## config.mk

```make
export PLATFORM = sky130hd
export DESIGN_NAME = process_slot_pool_ready_queue_unit
export DESIGN_NICKNAME = d
export VERILOG_FILES = /design/src/rtl/pspq_pkg.sv /design/src/rtl/pspq_free_find.sv /design/src/rtl/process_slot_pool_ready_queue_unit.sv
export VERILOG_INCLUDE_DIRS = /design/src /design/src/rtl
export SDC_FILE = /design/constraint.sdc
export NUM_CORES = 1
export LEC_CHECK = 0
export ABC_CLOCK_PERIOD_IN_PS = 5500
export BUFFER_PORTS_ARGS = -buffer_cell sky130_fd_sc_hd__buf_2
export CELL_PAD_IN_SITES_DETAIL_PLACEMENT = 1
export CELL_PAD_IN_SITES_GLOBAL_PLACEMENT = 2
export CORE_MARGIN = 2
export CORE_UTILIZATION = 40
export CTS_BUF_LIST = sky130_fd_sc_hd__clkbuf_8
export DETAILED_ROUTE_END_ITERATION = 7
export PLACE_DENSITY = 0.82
export SLEW_MARGIN = 20
export SYNTH_ARGS = -nofsm -noshare
export SYNTH_HDL_FRONTEND = slang
export SYNTH_HIERARCHICAL = 1
export SYNTH_SLANG_ARGS = --single-unit
```

## constraint.sdc

```tcl
create_clock -name clk -period 5.5 [get_ports clk]
set_input_delay 0 -clock clk [delete_from_list [all_inputs] [get_ports clk]]
set_output_delay 0 -clock clk [all_outputs]
set_load 0.01 [all_outputs]
```

## src/rtl/process_slot_pool_ready_queue_unit_assert.svh

```systemverilog
// Assertion shorthands for the ready queue unit.
// Every check samples on the rising edge of clk and is off while rst_n is low.
`ifndef PROCESS_SLOT_POOL_READY_QUEUE_UNIT_ASSERT_SVH
`define PROCESS_SLOT_POOL_READY_QUEUE_UNIT_ASSERT_SVH

// Check that a property holds at every sampled edge.
`define PSPQ_ASSERT(lbl, prop, msg) \
  lbl: assert property (@(posedge clk) disable iff (!rst_n) (prop)) else $error(msg);

// Check that cons holds at every edge where ante holds.
`define PSPQ_ASSERT_IMP(lbl, ante, cons, msg) \
  lbl: assert property (@(posedge clk) disable iff (!rst_n) (ante) |-> (cons)) else $error(msg);

`endif

```

## src/rtl/pspq_pkg.sv

```systemverilog
package pspq_pkg;

  // Link storage covers the slots that the 3-bit slot field can name.
  localparam int LINK_DEPTH = 8;

  typedef logic [2:0] slot_t;
  typedef logic [3:0] count_t;

  typedef enum logic [1:0] {
    MODE_ALLOC   = 2'd0,
    MODE_RELEASE = 2'd1,
    MODE_ENQUEUE = 2'd2,
    MODE_DEQUEUE = 2'd3
  } mode_t;

  typedef enum logic [1:0] {
    ST_OK      = 2'd0,
    ST_EMPTY   = 2'd1,
    ST_REFUSED = 2'd2
  } status_t;

  // Result of the free slot search.
  typedef struct packed {
    logic  found;
    slot_t slot;
  } pick_t;

endpackage

```

## src/rtl/pspq_free_find.sv

```systemverilog
module pspq_free_find #(
  parameter int SLOT_COUNT = 8
) (
  input  logic [SLOT_COUNT-1:0] in_use,
  output logic [SLOT_COUNT-1:0] grant,
  output pspq_pkg::pick_t       pick
);
  import pspq_pkg::*;

  // Lowest free slot wins.
  always_comb begin
    logic seen;
    seen  = 1'b0;
    grant = '0;
    pick  = '0;
    for (int i = 0; i < SLOT_COUNT; i++) begin
      if (!in_use[i] && !seen) begin
        grant[i]   = 1'b1;
        pick.found = 1'b1;
        pick.slot  = 3'(i);
        seen       = 1'b1;
      end
    end
  end

endmodule

```

## src/rtl/process_slot_pool_ready_queue_unit.sv

```systemverilog
// Channel  Ports      Dir  tdata fields (low bit first)
// in       in_t*      in   mode[1:0], slot[4:2], zero pad[7:5]
// out      out_t*     out  result_slot[2:0], status[4:3], zero pad[7:5]
//
// One request per cycle sustained while out_tready holds; each transfer passes
// through the input register and leaves from the result register.
// The pool and queue update in a single pass over the link registers.
// rst_n (synchronous) frees every slot and empties the queue; link registers
// are not reset and are written before they are ever read.
// A stalled result holds the result register and, behind it, the input register.
module process_slot_pool_ready_queue_unit #(
  parameter int SLOT_COUNT = 8
) (
  input  logic       clk,
  input  logic       rst_n,
  input  logic       in_tvalid,
  output logic       in_tready,
  input  logic [7:0] in_tdata,   // mode[1:0], slot[4:2], pad[7:5]
  output logic       out_tvalid,
  input  logic       out_tready,
  output logic [7:0] out_tdata   // result_slot[2:0], status[4:3], pad[7:5]
);
  import pspq_pkg::*;

  // Input register stage.
  logic  s1_valid_r, s1_valid_nxt;
  mode_t s1_mode_r;
  slot_t s1_slot_r;
  logic  s1_adv, s1_fire, in_fire;

  // Pool and queue state.
  logic [SLOT_COUNT-1:0] in_use_r, in_use_nxt;
  logic [LINK_DEPTH-1:0] queued_r, queued_nxt;
  slot_t                 next_r [LINK_DEPTH];
  slot_t                 next_nxt [LINK_DEPTH];
  slot_t                 prev_r [LINK_DEPTH];
  slot_t                 prev_nxt [LINK_DEPTH];
  slot_t                 head_r, head_nxt;
  slot_t                 tail_r, tail_nxt;
  count_t                count_r, count_nxt;

  // Result register.
  logic    out_valid_r, out_valid_nxt;
  slot_t   out_slot_r, res_slot;
  status_t out_status_r, res_status;

  // Working signals.
  logic [LINK_DEPTH-1:0] in_use_low;
  logic [SLOT_COUNT-1:0] rel_mask, grant;
  pick_t                 pick;
  slot_t                 rd_addr, nx, pv, tail_fit;
  logic                  do_unlink;

  // --- handshake ---------------------------------------------------------
  // Advance the input stage whenever the result register is free or drains.
  assign s1_adv     = !out_valid_r || out_tready;
  assign s1_fire    = s1_valid_r && s1_adv;
  assign in_tready  = !s1_valid_r || s1_adv;
  assign in_fire    = in_tvalid && in_tready;
  assign out_tvalid = out_valid_r;
  assign out_tdata  = {3'b000, out_status_r, out_slot_r};

  assign s1_valid_nxt  = in_fire ? 1'b1 : (s1_fire ? 1'b0 : s1_valid_r);
  assign out_valid_nxt = s1_fire ? 1'b1 : (out_tready ? 1'b0 : out_valid_r);

  // --- slot views --------------------------------------------------------
  // Low eight slots as seen by release and enqueue; slots beyond the pool
  // read as free, so a request for them is refused.
  for (genvar g = 0; g < LINK_DEPTH; g++) begin : g_low
    if (g < SLOT_COUNT) begin : g_in
      assign in_use_low[g] = in_use_r[g];
    end else begin : g_out
      assign in_use_low[g] = 1'b0;
    end
  end

  // Slot addressed by a release, as a mask over the whole pool.
  for (genvar g = 0; g < SLOT_COUNT; g++) begin : g_rel
    if (g < LINK_DEPTH) begin : g_hit
      assign rel_mask[g] = (s1_slot_r == 3'(g));
    end else begin : g_miss
      assign rel_mask[g] = 1'b0;
    end
  end

  pspq_free_find #(
    .SLOT_COUNT(SLOT_COUNT)
  ) u_free_find (
    .in_use(in_use_r),
    .grant (grant),
    .pick  (pick)
  );

  // One link read per array: the head for dequeue, the request slot otherwise.
  assign rd_addr  = (s1_mode_r == MODE_DEQUEUE) ? head_r : s1_slot_r;
  assign nx       = (int'(next_r[rd_addr]) < SLOT_COUNT) ? next_r[rd_addr] : '0;
  assign pv       = (int'(prev_r[rd_addr]) < SLOT_COUNT) ? prev_r[rd_addr] : '0;
  assign tail_fit = (int'(tail_r) < SLOT_COUNT) ? tail_r : '0;

  // Unlink a queued slot on release, or the head on dequeue.
  assign do_unlink = s1_fire &&
                     (((s1_mode_r == MODE_RELEASE) && in_use_low[s1_slot_r] &&
                       queued_r[s1_slot_r]) ||
                      ((s1_mode_r == MODE_DEQUEUE) && (count_r != '0)));

  // --- single-pass update ------------------------------------------------
  always_comb begin
    in_use_nxt = in_use_r;
    queued_nxt = queued_r;
    next_nxt   = next_r;
    prev_nxt   = prev_r;
    head_nxt   = head_r;
    tail_nxt   = tail_r;
    count_nxt  = count_r;
    res_slot   = '0;
    res_status = ST_OK;

    if (s1_fire) begin
      unique case (s1_mode_r)
        MODE_ALLOC: begin
          if (pick.found) begin
            in_use_nxt = in_use_r | grant;
            res_slot   = pick.slot;
          end else begin
            res_status = ST_EMPTY;
          end
        end
        MODE_RELEASE: begin
          if (!in_use_low[s1_slot_r]) begin
            res_status = ST_REFUSED;
          end else begin
            in_use_nxt = in_use_r & ~rel_mask;
          end
        end
        MODE_ENQUEUE: begin
          if (!in_use_low[s1_slot_r] || queued_r[s1_slot_r]) begin
            res_status = ST_REFUSED;
          end else begin
            if (count_r == '0) begin
              head_nxt            = s1_slot_r;
              prev_nxt[s1_slot_r] = '0;
            end else begin
              next_nxt[tail_fit]  = s1_slot_r;
              prev_nxt[s1_slot_r] = tail_fit;
            end
            // Terminate the new tail.
            next_nxt[s1_slot_r]   = '0;
            tail_nxt              = s1_slot_r;
            queued_nxt[s1_slot_r] = 1'b1;
            count_nxt             = count_r + 4'd1;
          end
        end
        MODE_DEQUEUE: begin
          if (count_r == '0) begin
            res_status = ST_EMPTY;
          end else begin
            res_slot = rd_addr;
          end
        end
        default: ;
      endcase

      if (do_unlink) begin
        // Bypass the slot from either side, then clear its own links.
        if (rd_addr == head_r) begin
          head_nxt = nx;
        end else begin
          next_nxt[pv] = nx;
        end
        if (rd_addr == tail_r) begin
          tail_nxt = pv;
        end else begin
          prev_nxt[nx] = pv;
        end
        queued_nxt[rd_addr] = 1'b0;
        next_nxt[rd_addr]   = '0;
        prev_nxt[rd_addr]   = '0;
        count_nxt           = count_r - 4'd1;
        // An emptied queue parks head and tail at zero.
        if (count_nxt == '0) begin
          head_nxt = '0;
          tail_nxt = '0;
        end
      end
    end
  end

  // --- registers ---------------------------------------------------------
  always_ff @(posedge clk) begin
    if (!rst_n) begin
      s1_valid_r  <= 1'b0;
      out_valid_r <= 1'b0;
      in_use_r    <= '0;
      queued_r    <= '0;
      head_r      <= '0;
      tail_r      <= '0;
      count_r     <= '0;
    end else begin
      s1_valid_r  <= s1_valid_nxt;
      out_valid_r <= out_valid_nxt;
      in_use_r    <= in_use_nxt;
      queued_r    <= queued_nxt;
      head_r      <= head_nxt;
      tail_r      <= tail_nxt;
      count_r     <= count_nxt;
    end
  end

  // Payload: request, result and links carry no reset.
  always_ff @(posedge clk) begin
    if (in_fire) begin
      s1_mode_r <= mode_t'(in_tdata[1:0]);
      s1_slot_r <= in_tdata[4:2];
    end
    if (s1_fire) begin
      out_slot_r   <= res_slot;
      out_status_r <= res_status;
    end
    next_r <= next_nxt;
    prev_r <= prev_nxt;
  end

  // --- checks ------------------------------------------------------------
  `include "process_slot_pool_ready_queue_unit_assert.svh"

  `PSPQ_ASSERT(a_count_matches_queued, ($countones(queued_r) == int'(count_r)), "queue count disagrees with queued slots")
  `PSPQ_ASSERT_IMP(a_empty_parks_ends, (count_r == '0), ((head_r == '0) && (tail_r == '0)), "empty queue with nonzero head or tail")
  `PSPQ_ASSERT_IMP(a_single_entry_ends, (count_r == 4'd1), (head_r == tail_r), "single entry queue with head and tail apart")
  `PSPQ_ASSERT(a_queued_in_use, ((queued_r & ~in_use_low) == '0), "free slot found in the ready queue")
  `PSPQ_ASSERT(a_grant_onehot, $onehot0(grant), "allocation grants more than one slot")

endmodule

```

Word-level counts from Yosys, hierarchy flattened

Index checks and enable logic that the tools add are counted.

Bits in read-only memories: 0
Bits of input ports: 12
Word-level logic and storage cells: 229
Register bits after elaboration: 86
Output and inout bits: 10
Memories kept: 0
RAM bits: 0
Latch bits: 0

Order comparisons: 14
Reduce and logical (&&, ||, !) cells: 51
Bitwise operators: 17
Shifts and indexed selects: 0
Equality and inequality tests: 15
Add/sub/neg operators: 2
Multipliers: 0
Muxes and demuxes: 103
Div/mod/pow operators: 0

Operators with widths:

| kind               | number |
|---|---|
| $mux 24            | 19 |
| $and 24x24->24     | 4 |
| $bwmux 24          | 4 |
| $mux 3             | 23 |
| $mux 8             | 6 |
| $not 24->24        | 2 |
| $demux 3 s3        | 5 |
| $mux 4             | 11 |
| $mux 1             | 24 |
| $ge 4x4->1 const B | 5 |
| $logic_and 1x1->1  | 20 |
| $lt 4x1->1 const B | 5 |
| $not 3->4          | 5 |
| $bmux 3 s3         | 2 |
| $and 8x8->8        | 2 |
| $logic_not 1->1    | 16 |
| $not 8->8          | 2 |
| $or 8x8->8         | 2 |
| $pmux 8 s2         | 1 |
| $eq 3x3->1 const B | 4 |
| $logic_not 4->1    | 2 |
| $lt 3x4->1 const B | 2 |
| $pmux 2 s4         | 1 |
| $reduce_bool 2->1  | 4 |
| other kinds (20)   | 31 |

Longest topological paths before layout

Depth after elaboration: 24
Gate-level depth with buffers: 12
Mapped depth without buffers: 8

Hierarchy

Netlist, hierarchy kept.

By module, submodules not included:

| module                             | cells an instance | area each (µm²) | times used |
|---|---|---|---|
| process_slot_pool_ready_queue_unit | 591               | 5,855.6         | 1 |
| pspq_free_find                     | 20                | 126.4           | 1 |

Worst setup path before layout

Ideal clock, no wire load.

Path kind: register to register
From: register out_valid_r, in the netlist out_tvalid
To: register next_r[4] (netlist name) (data pin)
Stages on the path, launching flop included: 9
Arrival time: 3.369 ns
Library setup time: 0.262 ns
Path slack: 1.868 ns
Path buffers: 2
Clock period less this slack: 3.632 ns
Cells stage by stage: dfxtp_1 nand2b_1 nand2_1 inv_1 clkbuf_1 clkbuf_1 nand4_1 o31ai_1 a21oi_1

Cells in the longest elaborated chain, start to end: 5

RTL lines:

| what                   | RTL line                                  | RTL |
|---|---|---|
| from (decl)            | process_slot_pool_ready_queue_unit.sv:43  | `logic out_valid_r, out_valid_nxt;` |
| from (signal assigned) | process_slot_pool_ready_queue_unit.sv:200 | `out_valid_r <= out_valid_nxt;` |
| $logic_not 1->1        | process_slot_pool_ready_queue_unit.sv:56  | `assign s1_adv = !out_valid_r \|\| out_tready;` |
| $logic_or 1x1->1       | process_slot_pool_ready_queue_unit.sv:56  |  |
| $logic_and 1x1->1      | process_slot_pool_ready_queue_unit.sv:57  | `assign s1_fire = s1_valid_r && s1_adv;` |
| $logic_and 1x1->1      | process_slot_pool_ready_queue_unit.sv:101 | `assign do_unlink = s1_fire &&` |
| $mux 24                | process_slot_pool_ready_queue_unit.sv:163 | `if (do_unlink) begin` |
| to (signal assigned)   | process_slot_pool_ready_queue_unit.sv:219 | `next_r <= next_nxt;` |
| to (decl)              | process_slot_pool_ready_queue_unit.sv:34  | `slot_t next_r [LINK_DEPTH];` |

Every way passes these cells.
A chain may end at the register's enable or synchronous reset.

Worst setup path after layout

From: register s1_slot_r[0]
To: register queued_r[3]

Cells in the longest elaborated chain, start to end: 10

RTL lines:

| what                                                                  | RTL line                                  | RTL |
|---|---|---|
| from (decl)                                                           | process_slot_pool_ready_queue_unit.sv:28  | `slot_t s1_slot_r;` |
| from (signal assigned)                                                | process_slot_pool_ready_queue_unit.sv:213 | `s1_slot_r <= in_tdata[4:2];` |
| $lt 3x4->1 (implied by the code) / $ge 3x1->1 (equally long branches) | process_slot_pool_ready_queue_unit.sv:149 | `queued_nxt[s1_slot_r] = 1'b1;` |
| $logic_and 1x1->1 (implied by the code)                               | process_slot_pool_ready_queue_unit.sv:149 |  |
| $mux 1 (implied by the code)                                          | process_slot_pool_ready_queue_unit.sv:149 |  |
| $demux 1 s3                                                           | process_slot_pool_ready_queue_unit.sv:149 |  |
| $or 8x8->8 (no line)                                                  | --                                        |  |
| $mux 8                                                                | process_slot_pool_ready_queue_unit.sv:136 | `if (!in_use_low[s1_slot_r] \|\| queued_r[s1_slot_r]) begin` |
| $mux 8                                                                | process_slot_pool_ready_queue_unit.sv:119 | `unique case (s1_mode_r)` |
| $mux 8                                                                | process_slot_pool_ready_queue_unit.sv:118 | `if (s1_fire) begin` |
| $and 8x8->8 (no line)                                                 | --                                        |  |
| $mux 8 *                                                              | process_slot_pool_ready_queue_unit.sv:163 |  |
| to (signal assigned)                                                  | process_slot_pool_ready_queue_unit.sv:202 | `queued_r <= queued_nxt;` |
| to (decl)                                                             | process_slot_pool_ready_queue_unit.sv:33  | `logic [LINK_DEPTH-1:0] queued_r, queued_nxt;` |

Every way passes the cells marked *; elsewhere a longest branch is shown, timed or not. The select of a mux whose other input is x is not followed.

==> impl_metrics.py <==
metrics = {
    "sta": {
        "tightest_slew_ns": 1.05,
        "rsz0062_at_grt": "false",
        "drv_slew": 0,
        "hold_viol_final": 0,
        "fin_crit_sh_pct": 74.5,
        "slew-limit-headroom_pct": 29.5,
        "whs_ns": 0.333,
        "max_freq_mhz": 244,
        "fin_setup_tns_ns": 0,
        "skew_ns": 0.0185,
        "final.min_clock_period_ns": 4.10,
        "finalSetupViolCount": 0,
        "fin_ws_ns": 1.40,
    },
    "clocking": {
        "post_cts_buffers": 0,
        "hold_buffers": 8,
        "ctsResizeCount": 0,
        "cts_tree": "yes",
        "ctsRootBufferMaster": "clkbuf_8",
        "clkLatencyLatePin_ns": 0.39,
        "clkSinkCount": 86,
        "numCtsBuffers": 9,
        "ctsLongestPathBuffers": 2,
        "htree_levels": 3,
        "path_clk_slew_ns": 0.09,
    },
    "critical_path": {
        "worstPathMaxFanout": 17,
        "required_ns": 5.82,
        "path_class": "flip-flop to flip-flop",
        "cp-start-kind": "flip-flop",
        "cp_data_arrival_time_ns": 4.42,
        "cp-end-kind": "flip-flop",
    },
    "synthesis": {
        "yosys_warnings": 6,
        "synth_area_per_cell_um2": 9.79,
        "synth_ff_type": "edfxtp_1",
        "netlist_area_mm2": 0.00598,
        "ys_types": 70,
        "yosysSeqAreaShare_pct": 38.5,
        "synth_edf_count": 58,
        "ys_async_sr_fraction_pct": 0,
        "ys_seq_elements": 86,
        "netlist_instances": 611,
    },
    "power": {
        "power.leakage_uw": 0.00221,
        "finalPower_uw": 1500,
        "powerDensity_mw_per_mm2": 234,
        "vdd_drop_max_v": 0.000121,
    },
    "grt": {
        "busiest_layer": "met2",
        "antenna_found_initial": 0,
        "grt_pass1_vias": 5332,
        "grt_pass1_wl_um": 31200,
        "use_met3_pct": 3.37,
        "grt_use_met2_pct": 39.6,
        "track_usage_pct": 25.2,
        "grt_max_degree": 33,
        "grt.overflow.total": 0,
        "gr-usage-met1_pct": 35.6,
    },
    "die": {
        "io_pins": 22,
        "core_area_mm2": 0.0146,
        "start_util_pct": 41.0,
        "die_w_um": 126,
        "num_rows": 44,
        "dieHeight_um": 126,
        "die-area_mm2": 0.0159,
    },
    "final_layout": {
        "nFillCells": 1630,
        "mostFrequentLayoutCells": "a21oi_1 (58), edfxtp_1 (58), nand2_1 (38)",
        "layout-drive-gt1-share_pct": 13.8,
        "antenna_cells": 0,
        "area_growth_pct": 7.28,
        "final_nets": 622,
        "final_cells": 792,
        "regArea_mm2": 0.00230,
        "multiInputGateArea_mm2": 0.00339,
    },
    "run": {
        "cap_violations": 0,
    },
    "placement": {
        "hpwlAfterDp_um": 13800,
        "gp_congestion": 0.899,
        "io_buffers": 15,
        "dpl.cell_count": 768,
        "place_ws_ns": 1.54,
    },
    "detailed_routing": {
        "drc_errors": 0,
        "wl_per_cell_um": 25.0,
        "drt_wl_total_um": 19800,
        "ant_nets": 0,
        "via_per_inst": 6.69,
        "drt_pass1_iterations": 5,
        "drtIter0Drc": 548,
        "vias": 5298,
    },
    "min_path": {
        "hp-class": "input pin to flip-flop",
    },
    "run_status": {
        "status": "finished, final reports clean",
    },
}
-- stage by stage --
stage / area (um2) / utilization, %
2_1_floorplan: 5990 / -
3_3_place_gp: 6110 / 41.9
3_5_place_dp: 6110 / 41.9
4_1_cts: 6420 / 44.0
5_1_grt: 6420 / 44.0
6_report: 6420 / 44.0
-- path summary, 6_finish.rpt --
check | startpoint | to | slack (ns) | cells after the start
min reg2reg | queued_r[4]$_SDFFE_PN0P_ | queued_r[4]$_SDFFE_PN0P_ | 0.51 | 1
min | in_tdata[2] | s1_slot_r[0]$_DFFE_PP_ | 0.33 | 2
max | s1_slot_r[0]$_DFFE_PP_ | queued_r[3]$_SDFFE_PN0P_ | 1.40 | 7
max reg2reg | s1_slot_r[0]$_DFFE_PP_ | queued_r[3]$_SDFFE_PN0P_ | 1.40 | 7
-- synth_stat cells, types with 7 or more instances --
cell type / n / share of area [%]
dfxtp_1: 28 / 9.4
mux4_2: 12 / 4.5
a21oi_1: 58 / 4.9
nand2_1: 38 / 2.4
nand3_1: 17 / 1.4
xnor2_1: 7 / 1.0
mux2_2: 17 / 3.2
nand2b_1: 10 / 1.0
ha_1: 7 / 1.5
clkbuf_1: 40 / 2.5
mux2i_1: 33 / 5.5
and2_1: 10 / 1.0
nor3_1: 10 / 0.84
o41ai_1: 26 / 3.8
a22oi_1: 7 / 0.88
edfxtp_1: 58 / 29
o31ai_1: 14 / 1.8
o21ai_0: 18 / 1.5
or3_1: 10 / 1.0
inv_1: 13 / 0.82
nor4b_1: 7 / 1.0
nor2_1: 32 / 2.0
nor2b_1: 8 / 0.84
nand4_1: 14 / 1.5
and3_1: 7 / 0.73
-- power breakdown --
group / switching [uW] / total (uW) / internal (uW)
registers: 22.4 / 736 / 714
clock network: 257 / 524 / 268
logic: 165 / 239 / 73.7
-- routing by layer --
| layer | up-vias | part of all wire (%) |
|---|---|---|
| met1 | 2659 | 45 |
| met4 | 0 | 2.5 |
| met3 | 34 | 6.9 |
| met2 | 211 | 46 |
| li1 | 2394 | - |
| met5 | - | 0 |
-- final cells by class --
cell class,instances,share of cell area [%]
multi-input cells,461,52.9
flip-flops and latches,86,35.9
well taps,184,3.59
repair buffers,31,3.35
clock buffers,10,2.14
clock inverters,6,1.33
inverters,14,0.819
-- registers in the layout, indices dropped and copies added (netlist names) --
register,cells
s1_valid_r,1
out_status_r,2
tail_fit,3
head_r,3
prev_r,24
queued_r,8
count_r,4
s1_mode_r,2
out_tvalid,1
in_use_low,8
out_slot_r,3
s1_slot_r,3
next_r,24
-- worst max-delay path, stage by stage (launching register included) --
cell	delay, ns
edfxtp_1	0.82
mux4_1	0.69
mux2i_2	0.35
nand4_1	0.52
buf_4	0.41
nor3_1	0.82
a31o_2	0.26
and3_1	0.15
-- kinds of logic (layout without fill, tap and decap cells) --
group	Yosys count	after routing	synth area share, %
adders and majority gates	7	7	1.46
AOI/OAI and AO/OA	183	183	21.3
and+or+nand+nor	195	195	18.4
buffers and inverters	66	61	4.89
muxes	65	65	14.2
xor gates and xnor gates	8	8	1.17
other	1	3	0.0627
DFF	86	86	38.5
(Power assumes the default switching activity.)
